## config.mk

```make
export PLATFORM = sky130hd
export DESIGN_NAME = message_field_validator
export DESIGN_NICKNAME = d
export VERILOG_FILES = /design/src/hdl/mfv_pkg.sv /design/src/hdl/message_field_validator.sv /design/src/hdl/mfv_front.sv /design/src/hdl/mfv_queue.sv /design/src/hdl/mfv_back.sv
export SDC_FILE = /design/constraint.sdc
export NUM_CORES = 1
export LEC_CHECK = 0
export BUFFER_PORTS_ARGS = -buffer_cell sky130_fd_sc_hd__buf_2
export CAP_MARGIN = 20
export CORE_ASPECT_RATIO = 0.75
export CORE_MARGIN = 2
export CORE_UTILIZATION = 35
export DETAILED_ROUTE_END_ITERATION = 10
export PLACE_DENSITY = 0.56
export SLEW_MARGIN = 20
export SYNTH_ARGS = -nofsm -noshare
export SYNTH_HDL_FRONTEND = slang
export SYNTH_SLANG_ARGS = --single-unit
```

## constraint.sdc

```tcl
create_clock -name clk -period 5.84 [get_ports clk]
set_clock_uncertainty 0.05 [all_clocks]
set_input_delay 0.584 -clock clk [delete_from_list [all_inputs] [get_ports clk]]
set_output_delay 0.584 -clock clk [all_outputs]
set_load 0.03 [all_outputs]
```

## src/hdl/mfv_pkg.sv

```systemverilog
// ============================================================================
// mfv_pkg - shared types and constants for the message field validator
// Field type codes, error codes, date length codes and the record that the
// front end hands to the back end for every finished field.
// ============================================================================
package mfv_pkg;

    localparam int MAX_DATE_DIGITS = 12;
    localparam int CNT_W           = 4;

    localparam logic [CNT_W-1:0] COUNT_SAT     = CNT_W'(13);
    localparam logic [CNT_W-1:0] DATE_LEN_YM   = CNT_W'(4);
    localparam logic [CNT_W-1:0] DATE_LEN_MDHM = CNT_W'(10);
    localparam logic [CNT_W-1:0] DATE_LEN_FULL = CNT_W'(MAX_DATE_DIGITS);

    // field types
    localparam logic [2:0] TYPE_BCD       = 3'd0;
    localparam logic [2:0] TYPE_DIGITS    = 3'd1;
    localparam logic [2:0] TYPE_ALNUM     = 3'd2;
    localparam logic [2:0] TYPE_PRINTABLE = 3'd3;
    localparam logic [2:0] TYPE_ALNUM_SP  = 3'd4;
    localparam logic [2:0] TYPE_DATETIME  = 3'd5;

    // error codes
    localparam logic [1:0] ERR_NONE  = 2'd0;
    localparam logic [1:0] ERR_CHAR  = 2'd1;
    localparam logic [1:0] ERR_DATE  = 2'd2;
    localparam logic [1:0] ERR_SPACE = 2'd3;

    typedef logic [MAX_DATE_DIGITS-1:0][3:0] digits_t;

    // one finished field, ready for judgment
    typedef struct packed {
        logic             empty;
        logic [2:0]       ftype;
        logic [CNT_W-1:0] count;
        logic             bad_char;
        logic             only_space;
        digits_t          digits;
    } mfv_rec_t;

endpackage

```

## src/hdl/message_field_validator.sv

```systemverilog
// ============================================================================
// message_field_validator - streaming message field checker
// Validates one field, fed a byte per beat, and reports pass/fail per field.
// ============================================================================
// The block takes one input beat every clock cycle while in_stall is low. The
// beat flagged first picks the field type from cmd (packed BCD, digits,
// letters and digits, printable or tab, letters/digits/whitespace, or
// date-time YYMM, MMDDhhmmss, YYMMDDhhmmss). A beat flagged last, or any beat
// with empty_field set, closes the field and yields exactly one result beat
// (field_ok, error_code); other beats yield nothing. Beats without first keep
// extending the open field, or open a new one of the previously latched type
// after a field end. The front end classifies each byte and drops a record for
// every closed field into a two-entry queue; the back end judges the record
// (empty fields first, then character errors, then whitespace-only, then
// date/length) into an output register. A result is registered first in the
// queue entry and then in the output register. in_stall rises only when both
// queue entries are occupied, i.e. when the result side has held out_stall
// long enough for two closed fields to pile up; with out_stall low the
// sustained rate is one beat per cycle, including one closed field per cycle.
// ============================================================================
module message_field_validator (
    input  logic       clk,
    input  logic       rst_n,
    input  logic       in_valid,
    output logic       in_stall,
    input  logic [2:0] cmd,
    input  logic [7:0] data_byte,
    input  logic       first,
    input  logic       last,
    input  logic       empty_field,
    output logic       out_valid,
    input  logic       out_stall,
    output logic       field_ok,
    output logic [1:0] error_code
);
    import mfv_pkg::*;

    // front -> queue
    logic     push;
    mfv_rec_t push_rec;
    logic     q_full;

    // queue -> back
    logic     pop;
    logic     head_valid;
    mfv_rec_t head_rec;

    mfv_front u_front (
        .clk         (clk),
        .rst_n       (rst_n),
        .in_valid    (in_valid),
        .in_stall    (in_stall),
        .cmd         (cmd),
        .data_byte   (data_byte),
        .first       (first),
        .last        (last),
        .empty_field (empty_field),
        .q_full      (q_full),
        .push        (push),
        .push_rec    (push_rec)
    );

    mfv_queue u_queue (
        .clk        (clk),
        .rst_n      (rst_n),
        .push       (push),
        .push_rec   (push_rec),
        .full       (q_full),
        .pop        (pop),
        .head_valid (head_valid),
        .head_rec   (head_rec)
    );

    // back end owns the output register; results leave in queue order
    mfv_back u_back (
        .clk        (clk),
        .rst_n      (rst_n),
        .head_valid (head_valid),
        .head_rec   (head_rec),
        .pop        (pop),
        .out_valid  (out_valid),
        .out_stall  (out_stall),
        .field_ok   (field_ok),
        .error_code (error_code)
    );

endmodule

```

## src/hdl/mfv_front.sv

```systemverilog
// ============================================================================
// mfv_front - byte intake and character classification
// Takes one beat per cycle unless the queue is full, tracks the field in
// progress and emits a record to the queue on the last byte or an empty field.
// ============================================================================
module mfv_front (
    input  logic              clk,
    input  logic              rst_n,
    input  logic              in_valid,
    output logic              in_stall,
    input  logic [2:0]        cmd,
    input  logic [7:0]        data_byte,
    input  logic              first,
    input  logic              last,
    input  logic              empty_field,
    input  logic              q_full,
    output logic              push,
    output mfv_pkg::mfv_rec_t push_rec
);
    import mfv_pkg::*;

    logic [2:0]       type_reg;
    logic [CNT_W-1:0] count_reg;
    logic             bad_reg;
    logic             only_reg;
    logic [3:0]       digit_reg [MAX_DATE_DIGITS];

    logic             accept;
    logic [2:0]       eff_type;
    logic [CNT_W-1:0] base_count;
    logic             base_bad;
    logic             base_only;
    logic             byte_ok;
    logic             is_sp;
    logic             is_dig;
    logic             is_alnum;
    logic             dig_we;
    logic [CNT_W-1:0] count_next;
    logic             bad_next;
    logic             only_next;
    digits_t          digits_next;

    assign in_stall = q_full;
    assign accept   = in_valid & ~q_full;
    assign push     = accept & (last | empty_field);

    always_comb
    begin
        eff_type   = first ? cmd : type_reg;
        base_count = first ? '0 : count_reg;
        base_bad   = first ? 1'b0 : bad_reg;
        base_only  = first ? 1'b1 : only_reg;

        is_dig   = (data_byte >= 8'd48) && (data_byte <= 8'd57);
        is_alnum = is_dig || ((data_byte >= 8'd65) && (data_byte <= 8'd90))
                   || ((data_byte >= 8'd97) && (data_byte <= 8'd122));
        is_sp    = ((data_byte >= 8'd9) && (data_byte <= 8'd13)) || (data_byte == 8'd32);

        case (eff_type)
            TYPE_BCD:       byte_ok = (data_byte[7:4] <= 4'd9) && (data_byte[3:0] <= 4'd9);
            TYPE_DIGITS:    byte_ok = is_dig;
            TYPE_ALNUM:     byte_ok = is_alnum;
            TYPE_PRINTABLE: byte_ok = ((data_byte >= 8'd32) && (data_byte <= 8'd126))
                                      || (data_byte == 8'd9);
            TYPE_ALNUM_SP:  byte_ok = is_alnum || is_sp;
            TYPE_DATETIME:  byte_ok = is_dig;
            default:        byte_ok = 1'b0;
        endcase

        bad_next   = base_bad | ~byte_ok;
        only_next  = base_only & is_sp;
        count_next = (base_count < COUNT_SAT) ? base_count + CNT_W'(1) : base_count;
        dig_we     = (eff_type == TYPE_DATETIME) && byte_ok && (base_count < DATE_LEN_FULL);

        // digit value is the low nibble of an ASCII digit
        for (int i = 0; i < MAX_DATE_DIGITS; i++)
        begin
            digits_next[i] = digit_reg[i];
        end
        if (dig_we)
        begin
            digits_next[base_count] = data_byte[3:0];
        end
    end

    always_comb
    begin
        push_rec.empty      = empty_field;
        push_rec.ftype      = eff_type;
        push_rec.count      = count_next;
        push_rec.bad_char   = bad_next;
        push_rec.only_space = only_next;
        push_rec.digits     = digits_next;
    end

    always_ff @(posedge clk or negedge rst_n)
    begin
        if (!rst_n)
        begin
            type_reg  <= TYPE_BCD;
            count_reg <= '0;
            bad_reg   <= 1'b0;
            only_reg  <= 1'b1;
        end
        else if (accept)
        begin
            type_reg <= eff_type;
            if (empty_field || last)
            begin
                count_reg <= '0;
                bad_reg   <= 1'b0;
                only_reg  <= 1'b1;
            end
            else
            begin
                count_reg <= count_next;
                bad_reg   <= bad_next;
                only_reg  <= only_next;
            end
        end
    end

    // digit store: no reset, only entries written in the current field are judged
    always_ff @(posedge clk)
    begin
        if (accept && !empty_field && dig_we)
        begin
            digit_reg[base_count] <= data_byte[3:0];
        end
    end

    a_count_sat: assert property (@(posedge clk) disable iff (!rst_n)
        count_reg <= COUNT_SAT)
        else $error("front: byte count beyond saturation");

    a_clear_after_end: assert property (@(posedge clk) disable iff (!rst_n)
        push |=> (count_reg == '0) && !bad_reg && only_reg)
        else $error("front: field state not cleared after field end");

    a_push_only_on_accept: assert property (@(posedge clk) disable iff (!rst_n)
        push |-> !q_full)
        else $error("front: record pushed into full queue");

endmodule

```

## src/hdl/mfv_queue.sv

```systemverilog
// ============================================================================
// mfv_queue - two-entry record queue
// Decouples the byte intake from result delivery.
// ============================================================================
module mfv_queue (
    input  logic              clk,
    input  logic              rst_n,
    input  logic              push,
    input  mfv_pkg::mfv_rec_t push_rec,
    output logic              full,
    input  logic              pop,
    output logic              head_valid,
    output mfv_pkg::mfv_rec_t head_rec
);
    import mfv_pkg::*;

    localparam int DEPTH = 2;

    mfv_rec_t   entry_reg [DEPTH];
    logic       wr_ptr_reg;
    logic       rd_ptr_reg;
    logic [1:0] cnt_reg;
    logic [1:0] cnt_next;

    assign full       = (cnt_reg == 2'(DEPTH));
    assign head_valid = (cnt_reg != 2'd0);
    assign head_rec   = entry_reg[rd_ptr_reg];

    always_comb
    begin
        cnt_next = cnt_reg;
        case ({push, pop})
            2'b10:   cnt_next = cnt_reg + 2'd1;
            2'b01:   cnt_next = cnt_reg - 2'd1;
            default: cnt_next = cnt_reg;
        endcase
    end

    always_ff @(posedge clk or negedge rst_n)
    begin
        if (!rst_n)
        begin
            wr_ptr_reg <= 1'b0;
            rd_ptr_reg <= 1'b0;
            cnt_reg    <= 2'd0;
        end
        else
        begin
            cnt_reg <= cnt_next;
            if (push)
            begin
                wr_ptr_reg <= ~wr_ptr_reg;
            end
            if (pop)
            begin
                rd_ptr_reg <= ~rd_ptr_reg;
            end
        end
    end

    always_ff @(posedge clk)
    begin
        if (push)
        begin
            entry_reg[wr_ptr_reg] <= push_rec;
        end
    end

    a_cnt_range: assert property (@(posedge clk) disable iff (!rst_n)
        cnt_reg <= 2'(DEPTH))
        else $error("queue: occupancy out of range");

    a_no_overflow: assert property (@(posedge clk) disable iff (!rst_n)
        full |-> !push)
        else $error("queue: push while full");

    a_no_underflow: assert property (@(posedge clk) disable iff (!rst_n)
        pop |-> head_valid)
        else $error("queue: pop while empty");

endmodule

```

## src/hdl/mfv_back.sv

```systemverilog
// ============================================================================
// mfv_back - field judgment and result register
// Turns a finished field record into field_ok / error_code, including the
// date-time range checks, and holds the result until it is taken.
// ============================================================================
module mfv_back (
    input  logic              clk,
    input  logic              rst_n,
    input  logic              head_valid,
    input  mfv_pkg::mfv_rec_t head_rec,
    output logic              pop,
    output logic              out_valid,
    input  logic              out_stall,
    output logic              field_ok,
    output logic [1:0]        error_code
);
    import mfv_pkg::*;

    logic       out_valid_reg;
    logic       field_ok_reg;
    logic [1:0] error_code_reg;

    logic [6:0] yy;
    logic [6:0] mo;
    logic [6:0] dd;
    logic [6:0] hh;
    logic [6:0] mi;
    logic [6:0] ss;
    logic [6:0] mo_ym;
    logic [6:0] lim;
    logic       with_year;
    logic       mdhms_ok;
    logic       date_ok;
    logic [1:0] code;

    function automatic logic [6:0] pair(input logic [3:0] hi, input logic [3:0] lo);
        pair = 7'(hi) * 7'd10 + 7'(lo);
    endfunction

    always_comb
    begin
        with_year = (head_rec.count == DATE_LEN_FULL);
        yy        = pair(head_rec.digits[0], head_rec.digits[1]);
        mo_ym     = pair(head_rec.digits[2], head_rec.digits[3]);
        if (with_year)
        begin
            mo = pair(head_rec.digits[2],  head_rec.digits[3]);
            dd = pair(head_rec.digits[4],  head_rec.digits[5]);
            hh = pair(head_rec.digits[6],  head_rec.digits[7]);
            mi = pair(head_rec.digits[8],  head_rec.digits[9]);
            ss = pair(head_rec.digits[10], head_rec.digits[11]);
        end
        else
        begin
            mo = pair(head_rec.digits[0], head_rec.digits[1]);
            dd = pair(head_rec.digits[2], head_rec.digits[3]);
            hh = pair(head_rec.digits[4], head_rec.digits[5]);
            mi = pair(head_rec.digits[6], head_rec.digits[7]);
            ss = pair(head_rec.digits[8], head_rec.digits[9]);
        end

        // February: leap rule on two-digit year only when a year is present
        case (mo)
            7'd4, 7'd6, 7'd9, 7'd11: lim = 7'd30;
            7'd2:                    lim = (with_year && (yy[1:0] != 2'd0)) ? 7'd28 : 7'd29;
            default:                 lim = 7'd31;
        endcase

        mdhms_ok = (mo >= 7'd1) && (mo <= 7'd12) && (dd >= 7'd1) && (dd <= lim)
                   && (hh <= 7'd23) && (mi <= 7'd59) && (ss <= 7'd59);

        if (head_rec.count == DATE_LEN_YM)
        begin
            date_ok = (mo_ym >= 7'd1) && (mo_ym <= 7'd12);
        end
        else if ((head_rec.count == DATE_LEN_MDHM) || with_year)
        begin
            date_ok = mdhms_ok;
        end
        else
        begin
            date_ok = 1'b0;
        end

        if (head_rec.empty)
        begin
            code = ERR_DATE;
        end
        else if (head_rec.bad_char)
        begin
            code = ERR_CHAR;
        end
        else if ((head_rec.ftype == TYPE_ALNUM_SP) && head_rec.only_space)
        begin
            code = ERR_SPACE;
        end
        else if ((head_rec.ftype == TYPE_DATETIME) && !date_ok)
        begin
            code = ERR_DATE;
        end
        else
        begin
            code = ERR_NONE;
        end
    end

    assign pop        = head_valid & (~out_valid_reg | ~out_stall);
    assign out_valid  = out_valid_reg;
    assign field_ok   = field_ok_reg;
    assign error_code = error_code_reg;

    always_ff @(posedge clk or negedge rst_n)
    begin
        if (!rst_n)
        begin
            out_valid_reg <= 1'b0;
        end
        else if (pop)
        begin
            out_valid_reg <= 1'b1;
        end
        else if (!out_stall)
        begin
            out_valid_reg <= 1'b0;
        end
    end

    always_ff @(posedge clk)
    begin
        if (pop)
        begin
            field_ok_reg   <= (code == ERR_NONE);
            error_code_reg <= code;
        end
    end

    a_ok_matches_code: assert property (@(posedge clk) disable iff (!rst_n)
        out_valid_reg |-> (field_ok_reg == (error_code_reg == ERR_NONE)))
        else $error("back: field_ok disagrees with error_code");

    a_pop_loads: assert property (@(posedge clk) disable iff (!rst_n)
        pop |=> out_valid_reg)
        else $error("back: popped record produced no result");

    a_empty_fails: assert property (@(posedge clk) disable iff (!rst_n)
        (pop && head_rec.empty) |=> (error_code_reg == ERR_DATE))
        else $error("back: empty field not rejected");

endmodule

```

==> impl_metrics.yaml <==
layout:
  regArea_mm2: 0.00510
  mostFrequentLayoutCells: "edfxtp_1 (158), mux2_2 (89), ha_1 (43)"
  multiInputGateArea_mm2: 0.00367
  instances_no_fill: 1022
  n_antenna_cell: 0
  fin_nets: 744
  largest_register_ffs: 110
  area_growth_pct: 12.4
  drive_above_1_share: 0.234
  layout_commonest_cell: "edfxtp_1"
  fill_cells: 2297
worst_setup_path:
  path_class: "register to register"
  start_kind: "register"
  worstPathMaxFanout: 31
  reg2reg_from: "u_queue.rd_ptr_reg$_DFFE_PN0P_"
  cpMostUsedCell: "a21oi_1"
  path_delay_family: "compound AO/OA/AOI/OAI gates"
  worstPathArrival_ns: 4.93
  r2r_slack_ns: 1.04
  crit_required_ns: 5.97
  critical-path-max-stage-delay_ns: 0.58
  ff2ff_path_depth: 17
  cp_num_buf_inv: 1
  crit_path_end_kind: "register"
  path_cells: "buf_4 -> mux2_2 -> ha_1 -> fa_1 -> a21o_1 -> or2_2 -> mux2i_1 -> a31oi_1 -> a21oi_1 -> nor3b_1 -> ha_1 -> a21oi_1 -> a21oi_1 -> o21ai_0 -> o2111ai_1 -> a2111oi_0 -> nor2_1"
  r2r_end: "u_back.error_code[1]$_DFFE_PP_"
  cp_slowest_cell: "dfrtp_2"
placed_design:
  gp_congestion: 0.814
  dp_slack_ns: 1.09
  dpl.cell_count: 989
  numPortBuffers: 22
  dp_hpwl_mm: 12.9
floorplan:
  initial_core_util: 0.356
  die-area_mm2: 0.0268
  die_x_um: 188
  ios: 23
  die_y_um: 142
  rows: 50
  core-area_mm2: 0.0250
yosys:
  syn_area_mm2: 0.00892
  synth-edff-count: 158
  ys_ff_latch: 172
  synthDistinctLibCells: 66
  seq_area_frac_synth: 0.571
  yosys.area.top_type: "edfxtp_1"
  synth_area_leaders: "edfxtp_1 (53%), mux2_2 (11%), ha_1 (6.0%), dfrtp_1 (3.6%), fa_1 (2.7%)"
  syn_inst: 644
  syn_area_per_cell_um2: 13.9
  synth_top_area_frac: 0.532
  ys_warn_count: 0
  syn_nets: 717
  synth_flop_cell: "edfxtp_1"
  async_flop_share: 0.0814
sta:
  hold_ws_ns: 0.298
  layout_setup_ws_ns: 1.04
  finalCriticalPeriod_ns: 4.80
  setup_viol: 0
  slew_headroom: 0.371
  max_freq_mhz: 209
  hold_viol: 0
  rsz0062_at_grt: "false"
  fin_crit_sh: 0.821
  slew_viol_final: 0
  worstMarginPinSlew_ns: 0.933
  setup-tns-final_ns: 0
detailed_routing:
  drcViolationCount: 0
  wl_per_cell_um: 18.7
  postRouteAntennaNets: 0
  drt-total-wl_mm: 19.1
  via_per_inst: 5.16
  via_count: 5272
  first_iter_violations: 447
  dr.pass1.iters: 5
clocking:
  cts-htree-levels: 4
  clock_latency_ns: 0.44
  cts_buffers: 17
  cts_tree: "yes"
  clock-sinks: 172
  cts_buffer_depth: 2
  path_clk_slew_ns: 0.08
  ctsRootBufferMaster: "clkbuf_16"
job:
  maxCapViolations: 0
power:
  leakage_nw: 3.63
  power_density_mw_per_mm2: 491
  vdd_ir_drop_max_uv: 236
global_routing:
  grt_pass1_vias: 5493
  antenna_found_initial: 1
  grt_start_max_net_pins: 48
  grt_pass1_wl_mm: 30.4
  grt.overflow.total: 0
  grt.total_usage: 0.149
min_path:
  min_path_type: "primary input to register"
  min_from: "out_stall"
  min_to: "u_back.out_valid$_DFFE_PN0P_"
  whs_path_depth: 3
run_status:
  status: "complete, no violations"
[Yosys cell counts (2+ instances only)]
cell type	instances
a2111oi_0	2
or4_1	3
a21o_1	13
o31ai_1	2
nand3b_1	6
xnor2_1	7
or3b_1	2
a221o_1	2
mux2i_1	10
nor3_1	6
fa_1	12
mux2_2	89
a31oi_1	3
inv_1	20
dfrtp_1	13
o22a_1	3
nor3b_1	4
xor2_1	15
a32oi_1	3
nor2_1	43
ha_1	43
edfxtp_1	158
nand3_1	13
a211oi_1	3
and3_1	2
o211ai_1	2
o21ai_0	22
nor2b_1	2
and2_0	3
nor4b_1	7
nand2_1	39
a211o_1	2
clkbuf_1	16
and2_1	16
nand4_1	3
nand2b_1	10
a21oi_1	16
[metal layers]
metal	GRT usage	up-vias	routed length, um
li1	-	2485	-
met1	0.210	2666	9710
met2	0.237	108	8630
met3	0.0293	13	589
met4	0.0362	0	145
met5	0	-	0
[worst min-delay path: stages]
cell	delay, ns
buf_2	0.09
nand2_1	0.05
nand2_1	0.04
[per-stage QoR]
step                       util  power [mW]  cell area, um2
final                     0.401        4.92           10000
after global placement    0.376        3.69            9400
after global routing      0.401        5.24           10000
after CTS                 0.401        4.94           10000
after floorplan               -        3.29            8920
after detailed placement  0.376        3.77            9400
[area by class of cell]
type	count	area share
Clock buffer	17	0.0424
Sequential cell	172	0.508
Timing Repair Buffer	27	0.0150
Clock inverter	15	0.0188
Inverter	20	0.00749
Multi-Input combinational cell	433	0.366
Tap cell	338	0.0422
[timing repair]
item	in CTS	in global routing
buffers inserted	0	0
hold endpoints to repair	1	0
resized for setup	0	0
hold buffers	1	0
[how the worst max path moves through the flow]
stage | slack [ns] | to | start | cells past startpoint
final | 1.04 | u_back.error_code[1]$_DFFE_PP_ | u_queue.rd_ptr_reg$_DFFE_PN0P_ | 17
after floorplan | 0.65 | u_back.error_code[1]$_DFFE_PP_ | u_queue.rd_ptr_reg$_DFFE_PN0P_ | 21
after detailed placement | 1.09 | u_back.error_code[1]$_DFFE_PP_ | u_queue.rd_ptr_reg$_DFFE_PN0P_ | 17
after CTS | 1.09 | u_back.error_code[1]$_DFFE_PP_ | u_queue.rd_ptr_reg$_DFFE_PN0P_ | 17
after global routing | 0.80 | u_back.error_code[1]$_DFFE_PP_ | u_queue.rd_ptr_reg$_DFFE_PN0P_ | 17
after global placement | 1.28 | u_back.error_code[1]$_DFFE_PP_ | u_queue.rd_ptr_reg$_DFFE_PN0P_ | 17
[where the power goes]
part           switching (mW)  internal, mW  total [mW]
Combinational            1.24         0.893        2.13
Sequential             0.0851          1.56        1.64
Clock                   0.564         0.587        1.15
Total                    1.89          3.03        4.92
[kinds of logic (layout without fill, tap and decap cells)]
kind of cell | Yosys count | after routing | share of synthesized area
flops | 172 | 172 | 0.571
simple gates | 165 | 165 | 0.0959
mux | 103 | 103 | 0.132
compound gates | 86 | 86 | 0.0679
fa+ha+maj | 55 | 55 | 0.0872
buf+inv | 39 | 79 | 0.0192
xor+xnor | 24 | 24 | 0.0261
No activity file was read; power rests on OpenSTA's default activity.
